$ cat config.mk
export PLATFORM = sky130hd
export DESIGN_NAME = pia_register_interface_unit
export DESIGN_NICKNAME = d
export VERILOG_FILES = /design/src/rtl/core/pia_pkg.sv /design/src/rtl/core/pia_step.sv /design/src/rtl/core/pia_register_interface_unit.sv
export SDC_FILE = /design/constraint.sdc
export NUM_CORES = 1
export LEC_CHECK = 0
export ABC_AREA = 0
export BUFFER_PORTS_ARGS = -buffer_cell sky130_fd_sc_hd__buf_4
export CAP_MARGIN = 10
export CELL_PAD_IN_SITES_DETAIL_PLACEMENT = 0
export CELL_PAD_IN_SITES_GLOBAL_PLACEMENT = 1
export CORE_AREA = 4 4 118 120
export CTS_CLUSTER_DIAMETER = 100
export DETAILED_ROUTE_END_ITERATION = 7
export DIE_AREA = 0 0 122 124
export GPL_TIMING_DRIVEN = 0
export PLACE_DENSITY = 0.74
export REMOVE_ABC_BUFFERS = 1
export SLEW_MARGIN = 20
export SYNTH_ARGS = -nofsm -noshare
export SYNTH_HDL_FRONTEND = slang
export SYNTH_HIERARCHICAL = 1
export SYNTH_SLANG_ARGS = --single-unit
$ cat constraint.sdc
create_clock -name clk -period 7 [get_ports clk]
set_clock_uncertainty 0.1 [all_clocks]
set_input_delay 0.35 -clock clk [delete_from_list [all_inputs] [get_ports clk]]
set_output_delay 0.35 -clock clk [all_outputs]
set_load 0.005 [all_outputs]
$ cat src/rtl/core/pia_pkg.sv
// ---------------------------------------------------------------------------
// pia_pkg
// types, register codes and state layout of the peripheral interface adapter
// ---------------------------------------------------------------------------
package pia_pkg;

  typedef enum logic [1:0] {
    MODE_READ   = 2'd0,
    MODE_WRITE  = 2'd1,
    MODE_CA1    = 2'd2,
    MODE_CB1    = 2'd3
  } pia_mode_t;

  typedef enum logic [1:0] {
    REG_PORT_A  = 2'd0,
    REG_PORT_B  = 2'd1,
    REG_CTRL_A  = 2'd2,
    REG_CTRL_B  = 2'd3
  } pia_addr_t;

  typedef enum logic [1:0] {
    CB2_FLOAT   = 2'd0,
    CB2_HIGH    = 2'd1,
    CB2_LOW     = 2'd2,
    CB2_UNUSED  = 2'd3
  } pia_cb2_t;

  // control bits 5..3: CA2/CB2 line mode
  localparam logic [2:0] C2_IN_NEG      = 3'd0;
  localparam logic [2:0] C2_IN_NEG_IRQ  = 3'd1;
  localparam logic [2:0] C2_IN_POS      = 3'd2;
  localparam logic [2:0] C2_IN_POS_IRQ  = 3'd3;
  localparam logic [2:0] C2_OUT_HSHAKE  = 3'd4;
  localparam logic [2:0] C2_OUT_PULSE   = 3'd5;
  localparam logic [2:0] C2_OUT_LOW     = 3'd6;
  localparam logic [2:0] C2_OUT_HIGH    = 3'd7;

  // control register bit positions
  localparam int CTL_IRQ1   = 7;
  localparam int CTL_IRQ2   = 6;
  localparam int CTL_DDR_N  = 2;
  localparam int CTL_EDGE1  = 1;
  localparam int CTL_IEN1   = 0;

  typedef struct packed {
    pia_mode_t   mode;
    pia_addr_t   addr;
    logic [7:0]  write_data;
    logic        line_level;
    logic [15:0] port_in;
  } pia_in_t;

  typedef struct packed {
    logic [7:0] read_data;
    logic [7:0] port_a_pins;
    logic [7:0] port_b_pins;
    logic       ca2_level;
    logic       cb2_level;
    logic       irq_a1;
    logic       irq_a2;
    logic       irq_b1;
    logic       irq_b2;
  } pia_out_t;

  typedef struct packed {
    logic [7:0]  control_a;
    logic [7:0]  control_b;
    logic [15:0] output_reg;
    logic [15:0] direction_reg;
    logic        edge_pending_a;
    logic        edge_pending_b;
    pia_cb2_t    cb2_drive;
    logic        ca1_last;
    logic        cb1_last;
  } pia_state_t;

  localparam pia_state_t STATE_RESET = '{
    control_a:      8'h00,
    control_b:      8'h00,
    output_reg:     16'h0000,
    direction_reg:  16'h0000,
    edge_pending_a: 1'b0,
    edge_pending_b: 1'b0,
    cb2_drive:      CB2_FLOAT,
    ca1_last:       1'b1,
    cb1_last:       1'b1
  };

endpackage

$ cat src/rtl/core/pia_step.sv
// ---------------------------------------------------------------------------
// pia_step
// next register state and result for one bus access or line event
// ---------------------------------------------------------------------------
module pia_step (
  input  pia_pkg::pia_state_t st,
  input  pia_pkg::pia_in_t    item,
  output pia_pkg::pia_state_t st_nxt,
  output pia_pkg::pia_out_t   res
);
  import pia_pkg::*;

  logic [15:0] pins_old;
  logic [15:0] pins_new;
  logic [15:0] port_b_rd;
  logic [7:0]  rd;
  logic [7:0]  wd;

  assign pins_old  = st.output_reg | ~st.direction_reg;
  assign port_b_rd = ((item.port_in ^ st.output_reg) & st.direction_reg) ^ item.port_in;
  assign wd        = item.write_data;

  always_comb begin
    st_nxt = st;
    rd     = 8'h00;
    case (item.mode)
      MODE_READ: begin
        case (item.addr)
          REG_PORT_A: begin
            if (!st.control_a[CTL_DDR_N]) begin
              rd = st.direction_reg[7:0];
            end else begin
              rd = item.port_in[7:0] & pins_old[7:0];
              st_nxt.control_a[CTL_IRQ1] = 1'b0;
              st_nxt.control_a[CTL_IRQ2] = 1'b0;
            end
          end
          REG_PORT_B: begin
            if (!st.control_b[CTL_DDR_N]) begin
              rd = st.direction_reg[15:8];
            end else begin
              rd = port_b_rd[15:8];
              st_nxt.control_b[CTL_IRQ1] = 1'b0;
              st_nxt.control_b[CTL_IRQ2] = 1'b0;
            end
          end
          REG_CTRL_A: rd = st.control_a;
          default:    rd = st.control_b;
        endcase
      end
      MODE_WRITE: begin
        case (item.addr)
          REG_PORT_A: begin
            if (st.control_a[CTL_DDR_N]) begin
              st_nxt.output_reg[7:0] = wd;
            end else begin
              st_nxt.direction_reg[7:0] = wd;
            end
          end
          REG_PORT_B: begin
            if (st.control_b[CTL_DDR_N]) begin
              st_nxt.output_reg[15:8] = wd;
            end else begin
              st_nxt.direction_reg[15:8] = wd;
            end
          end
          REG_CTRL_A: begin
            case (wd[5:3])
              C2_IN_NEG, C2_IN_NEG_IRQ, C2_OUT_PULSE: begin
                st_nxt.edge_pending_a = 1'b0;
              end
              C2_IN_POS, C2_IN_POS_IRQ: begin
                if (st.edge_pending_a) begin
                  st_nxt.edge_pending_a = 1'b0;
                  st_nxt.control_a[CTL_IRQ2] = 1'b1;
                end
              end
              C2_OUT_LOW: st_nxt.edge_pending_a = 1'b1;
              default: ;
            endcase
            if (wd[5]) begin
              st_nxt.control_a[CTL_IRQ2] = 1'b0;
            end
            st_nxt.control_a[5:0] = wd[5:0];
          end
          default: begin
            case (wd[5:3])
              C2_IN_NEG, C2_IN_NEG_IRQ, C2_IN_POS, C2_IN_POS_IRQ: begin
                if (st.edge_pending_b) begin
                  st_nxt.edge_pending_b = 1'b0;
                  st_nxt.control_b[CTL_IRQ2] = 1'b1;
                end
                st_nxt.cb2_drive = CB2_FLOAT;
              end
              C2_OUT_HSHAKE: st_nxt.edge_pending_b = 1'b0;
              C2_OUT_PULSE: begin
                st_nxt.edge_pending_b = 1'b0;
                st_nxt.cb2_drive      = CB2_HIGH;
              end
              C2_OUT_LOW: begin
                st_nxt.edge_pending_b = 1'b0;
                st_nxt.cb2_drive      = CB2_LOW;
              end
              default: begin
                // releasing a low CB2 counts as an edge
                if (st.cb2_drive == CB2_LOW) begin
                  st_nxt.edge_pending_b = 1'b1;
                end
                st_nxt.cb2_drive = CB2_HIGH;
              end
            endcase
            if (wd[5]) begin
              st_nxt.control_b[CTL_IRQ2] = 1'b0;
            end
            st_nxt.control_b[5:0] = wd[5:0];
          end
        endcase
      end
      MODE_CA1: begin
        if (st.ca1_last != item.line_level) begin
          st_nxt.ca1_last = item.line_level;
          if (st.control_a[CTL_IEN1] && !st.control_a[CTL_IRQ1] &&
              (st.control_a[CTL_EDGE1] == item.line_level)) begin
            st_nxt.control_a[CTL_IRQ1] = 1'b1;
          end
        end
      end
      default: begin
        if (st.cb1_last != item.line_level) begin
          st_nxt.cb1_last = item.line_level;
          if (st.control_b[CTL_IEN1] && !st.control_b[CTL_IRQ1] &&
              (st.control_b[CTL_EDGE1] == item.line_level)) begin
            st_nxt.control_b[CTL_IRQ1] = 1'b1;
          end
        end
      end
    endcase
  end

  assign pins_new = st_nxt.output_reg | ~st_nxt.direction_reg;

  always_comb begin
    res.read_data   = rd;
    res.port_a_pins = pins_new[7:0];
    res.port_b_pins = pins_new[15:8];
    res.ca2_level   = (st_nxt.control_a[5:3] != C2_OUT_LOW);
    res.cb2_level   = (st_nxt.control_b[5:3] != C2_OUT_LOW);
    res.irq_a1      = st_nxt.control_a[CTL_IRQ1];
    res.irq_a2      = st_nxt.control_a[6] && !st_nxt.control_a[5] && st_nxt.control_a[3];
    res.irq_b1      = st_nxt.control_b[CTL_IRQ1];
    res.irq_b2      = st_nxt.control_b[6] && !st_nxt.control_b[5] && st_nxt.control_b[3];
  end

endmodule

$ cat src/rtl/core/pia_register_interface_unit.sv
// ---------------------------------------------------------------------------
// pia_register_interface_unit
// two-port peripheral interface adapter, one bus access or line event per transfer
// ---------------------------------------------------------------------------
//   channel | direction | handshake               | payload
//   in_     | input     | in_valid / in_stall     | pia_in_t  (mode, addr, data, level, pins)
//   out_    | output    | out_valid / out_stall   | pia_out_t (read data, pins, lines, irqs)
//
// one transfer per cycle while in_stall is low; a result is presented after its input
// transfer has gone through the input register and then one pass of pia_step into the
// result register; a result-side stall can hold the item in the input register
// rst_n is synchronous: valid flags and state_r take reset values, both sides empty
// a stalled result holds; the input register still fills behind it, and in_stall
// rises only when both the input register and the result register are occupied
// ---------------------------------------------------------------------------
module pia_register_interface_unit (
  input  logic              clk,
  input  logic              rst_n,
  input  logic              in_valid,
  output logic              in_stall,
  input  pia_pkg::pia_in_t  in_data,
  output logic              out_valid,
  input  logic              out_stall,
  output pia_pkg::pia_out_t out_data
);
  import pia_pkg::*;

  logic       stage_valid_r;
  pia_in_t    stage_r;
  pia_state_t state_r;
  pia_state_t state_nxt;
  logic       out_valid_r;
  pia_out_t   out_r;
  pia_out_t   out_nxt;
  logic       advance;
  logic       in_xfer;

  pia_step u_step (
    .st     (state_r),
    .item   (stage_r),
    .st_nxt (state_nxt),
    .res    (out_nxt)
  );

  // item in the input register moves on when the result slot frees up
  assign advance  = stage_valid_r && (!out_valid_r || !out_stall);
  assign in_stall = stage_valid_r && !advance;
  assign in_xfer  = in_valid && !in_stall;

  always_ff @(posedge clk) begin
    if (!rst_n) begin
      stage_valid_r <= 1'b0;
      out_valid_r   <= 1'b0;
      state_r       <= STATE_RESET;
    end else begin
      if (in_xfer) begin
        stage_valid_r <= 1'b1;
      end else if (advance) begin
        stage_valid_r <= 1'b0;
      end
      if (advance) begin
        out_valid_r <= 1'b1;
        state_r     <= state_nxt;
      end else if (!out_stall) begin
        out_valid_r <= 1'b0;
      end
    end
  end

  always_ff @(posedge clk) begin
    if (in_xfer) begin
      stage_r <= in_data;
    end
    if (advance) begin
      out_r <= out_nxt;
    end
  end

  assign out_valid = out_valid_r;
  assign out_data  = out_r;

endmodule

# == Yosys cells after proc, flatten, opt, wreduce, memory -nomap -nowiden ==
# Cells that the tools add are included.
# word_totals
regBits,115
inputBits,33
# op_classes
eq_ne,18
mux,43
bitwise,11
n_reduce_logical,40
# op_table
op,count
2-to-1 mux 8 bit,10
2-to-1 mux 42 bit,1
XOR 16 bit,2
case mux 8 bit (3 select lines),1
2-to-1 mux 1 bit,17
AND 16 bit,1
NOT 16 bit,1
bitwise OR 16 bit,1
2-to-1 mux 7 bit,2
AND reduction 3 bit,4
AND reduction 4 bit,3
logical AND 1 bit,11
case mux 1 bit (2 select lines),5
"equality test 3 bit, second input constant",3
AND 8 bit,1
logical NOT 1 bit,8
2-to-1 mux 2 bit,4
NOT 8 bit,1
bitwise OR 8 bit,1
OR reduction 7 bit,1
"equality test 2 bit, second input constant",3
"equality test 3 x 2 -> 1 bit, second input constant",2
2-to-1 mux 6 bit,1
"!= test 3 bit, second input constant",2
16 further kinds,26

# == Depth between registers and ports, before layout ==
# depth
depth_word,9
ltp_mapped,9
depth_no_buf,8

# == Modules after synthesis ==
# Netlist, hierarchy kept.
# by_module_without_submodules
module,instances,cells_each,area_each_um2,seq_area_each_um2
pia_register_interface_unit,1,301,4078.9,2892.8
pia_step,1,230,1592.8,0.0

# == Least setup slack after synthesis ==
# OpenSTA, ideal clock, no wires.
# synth_path
kind,input -> register
startpoint,input out_stall
endpoint,register stage_r[0] in the netlist's numbering (enable)
setup_ns,0.418
arrival_time_ns,1.901
required_time_ns,6.482
setup_slack_ns,4.581
path_stages,2
path_buffers,0
cell_sequence,and3_2 -> nor2b_1
# synth_between
elab_chain_cells,7
# synth_rtl
element,line,rtl
"start, declared",pia_register_interface_unit.sv:23,"input logic out_stall,"
logical NOT 1 bit,-,
logical OR 1 bit,pia_register_interface_unit.sv:46,assign advance = stage_valid_r && (!out_valid_r || !out_stall);
logical AND 1 bit,pia_register_interface_unit.sv:46,
logical NOT 1 bit,pia_register_interface_unit.sv:47,assign in_stall = stage_valid_r && !advance;
logical AND 1 bit,pia_register_interface_unit.sv:47,
logical NOT 1 bit,pia_register_interface_unit.sv:48,assign in_xfer = in_valid && !in_stall;
logical AND 1 bit,pia_register_interface_unit.sv:48,
via in_xfer,pia_register_interface_unit.sv:36,logic in_xfer;
"end signal, assigned",pia_register_interface_unit.sv:72,stage_r <= in_data;
"end, declared",pia_register_interface_unit.sv:29,pia_in_t stage_r;
# The timed path passes the listed nets, and every way through them passes these cells.
# A chain may end at the register's enable or synchronous reset.

==> out/results.tsv <==
metric	value	unit
status	complete, no violations	
grt_pass1_wl	20.7	mm
cts_tree	built	
power_density	232	nW/um^2
fill_cells	1158	
grt_util_met1	23.1	%
die-area	15100	um^2
start_util	43.7	%
ir_drop	0.000157	V
synth_area_leaders	edfxtp_1, dfxtp_1, mux2i_1	
cp_data_arrival_time	2.70	ns
worst_hold_path_type	input port to flop	
coreArea	13000	um^2
grt_max_degree	111	
rrSetupSlack	4.37	ns
portBuffers	64	
nets	648	
register_area	2890	um^2
multi_input_area	2490	um^2
synth_top_area_share	31.2	%
synthArstFlopShare	0	%
worstHoldStart	in_data[8]	
p_leak	2.57	nW
first_pass_iters	5	
min_period_over_period	37.6	%
worst_r2r_startpoint	stage_r[26]	
first_iter_violations	263	
ys_types	42	
start_kind	flop	
gp_congestion	0.764	
worst-endpoint-required	7.06	ns
track_usage	18.2	%
antenna_found_initial	0	
syn_area_per_cell	10.7	um^2
yosysTopAreaCell	edfxtp_1	
worstSetupStartpoint	stage_r[26]	
cts_buffers	17	
slew_headroom	30.4	%
grt_remaining_overflow	0	
yosysMostFrequentCell	nand2_1	
rsz0062_at_grt	false	
root_buffer	clkbuf_16	
dp_hpwl	8.47	mm
drive_gt1_share	24.4	%
fmax	0.380	GHz
dp.cells	743	
synth_common_cells	nand2_1, edfxtp_1, dfxtp_1, mux2i_1, mux2_2	
yosys_warnings	6	
grt_pass1_vias	3973	
wire_per_inst	16.2	um
syn_area	5670	um^2
use_met3	4.59	%
diodes	0	
finalCriticalPeriod	2.63	ns
cts.path.max_buffers	2	
synth_seq_cells	115	
placed_area	6290	um^2
final_cells	800	
cap_violations	0	
cts_setup_buffers	0	
dieHeight	124	um
synth_edf_count	59	
gr-max-usage-layer	met2	
cts_sinks	115	
synth_cells	531	
synth_top_flop_cell	edfxtp_1	
cts.clk_slew.worst_paths	0.05	ns
wirelength	13.0	mm
final_area	7070	um^2
vias_per_cell	5.09	
hold_violations	0	
syn2layout_area_growth	24.6	%
postRouteAntennaNets	0	
drc	0	
finalMaxSlewViolations	0	
tightest_slew	1.04	ns
setup_violations	0	
die_w	122	um
cts_max_level	4	
worstPathMaxFanout	26	
ys_seq_area_share	51.0	%
vias	4074	
met2_usage	30.4	%
endpoint_kind	flop	
insertion_delay	0.41	ns
fin_tns_setup	0	ns
rows	42	
io_pins	65	
path_class	flop to flop	
==> layer usage <==
| metal | vias up | share of wire (%) |
|---|---|---|
| met5 | - | 0 |
| met4 | 0 | 1.4 |
| met3 | 17 | 4.4 |
| met2 | 85 | 49 |
| met1 | 1949 | 45 |
| li1 | 2023 | - |
==> final cells by class <==
| cell class | instances | area share, % |
|---|---|---|
| Clock buffer | 20 | 6.18 |
| Clock inverter | 12 | 1.29 |
| Inverter | 10 | 0.531 |
| Multi-Input combinational cell | 372 | 35.3 |
| Sequential cell | 115 | 40.9 |
| Tap cell | 176 | 3.12 |
| Timing Repair Buffer | 95 | 12.7 |
==> flip-flops by register name, indices dropped and copies added (netlist names) <==
| name | count |
|---|---|
| stage_r | 29 |
| state_r | 54 |
| stage_valid_r | 1 |
| out_valid | 1 |
| out_data | 30 |
==> power by group <==
| part | internal (W) | switching [W] |
|---|---|---|
| sequential | 0.000728 | 0.0000181 |
| combinational | 0.0000596 | 0.0000558 |
| clock | 0.000480 | 0.000296 |
| total | 0.00127 | 0.000370 |
==> layout by cell type, fill, tap and decap left out, types with 10 or more instances in the layout <==
| master | instances |
|---|---|
| dfxtp_1 | 56 |
| mux2i_1 | 55 |
| nand2_1 | 129 |
| mux2_2 | 31 |
| nand2b_1 | 27 |
| nand3_1 | 10 |
| dlygate4sd3_1 | 25 |
| o21ai_0 | 23 |
| a21oi_1 | 20 |
| buf_4 | 64 |
| edfxtp_1 | 59 |
| clkbuf_16 | 17 |
==> metrics by stage <==
stage	utilization (%)	hold slack, ns	total power [W]	worst slack [ns]
after global routing	54.5	0.000624	0.00170	4.21
after detailed placement	48.5	0.360	0.000864	4.36
after floorplan	-	0.340	0.000802	4.26
after CTS	54.5	0.000987	0.00166	4.35
final	54.5	0.0195	0.00164	4.37
after global placement	47.1	0.348	0.000854	3.49
==> kinds of logic (layout without fill, tap and decap cells) <==
family | count (synthesis) | in the layout | synth area share, %
adders and majority gates | 4 | 4 | 0.882
muxes | 94 | 94 | 18.0
and+or+nand+nor | 209 | 209 | 17.6
buffers and inverters | 44 | 137 | 5.14
AOI/OAI and AO/OA | 65 | 65 | 7.43
DFF | 115 | 115 | 51.0
==> critical path: stages (launching register included) <==
cell	delay, ns
edfxtp_1	0.88
nand2b_4	0.38
or3_1	0.51
mux2_4	0.36
nand2b_1	0.14
==> worst paths after layout <==
| path | to | cells past startpoint |
|---|---|---|
| worst max register to register | out_data[6] | 4 |
| worst min register to register | state_r[26] | 2 |
| worst max-delay path | out_data[6] | 4 |
| worst min-delay path | stage_r[8] | 1 |
==> timing repair <==
item                                   CTS  global route
endpoints found under the hold margin   25             0
resized for setup                        0             0
hold buffers                            25             0
Note: power is estimated with default switching activity, not from simulation.
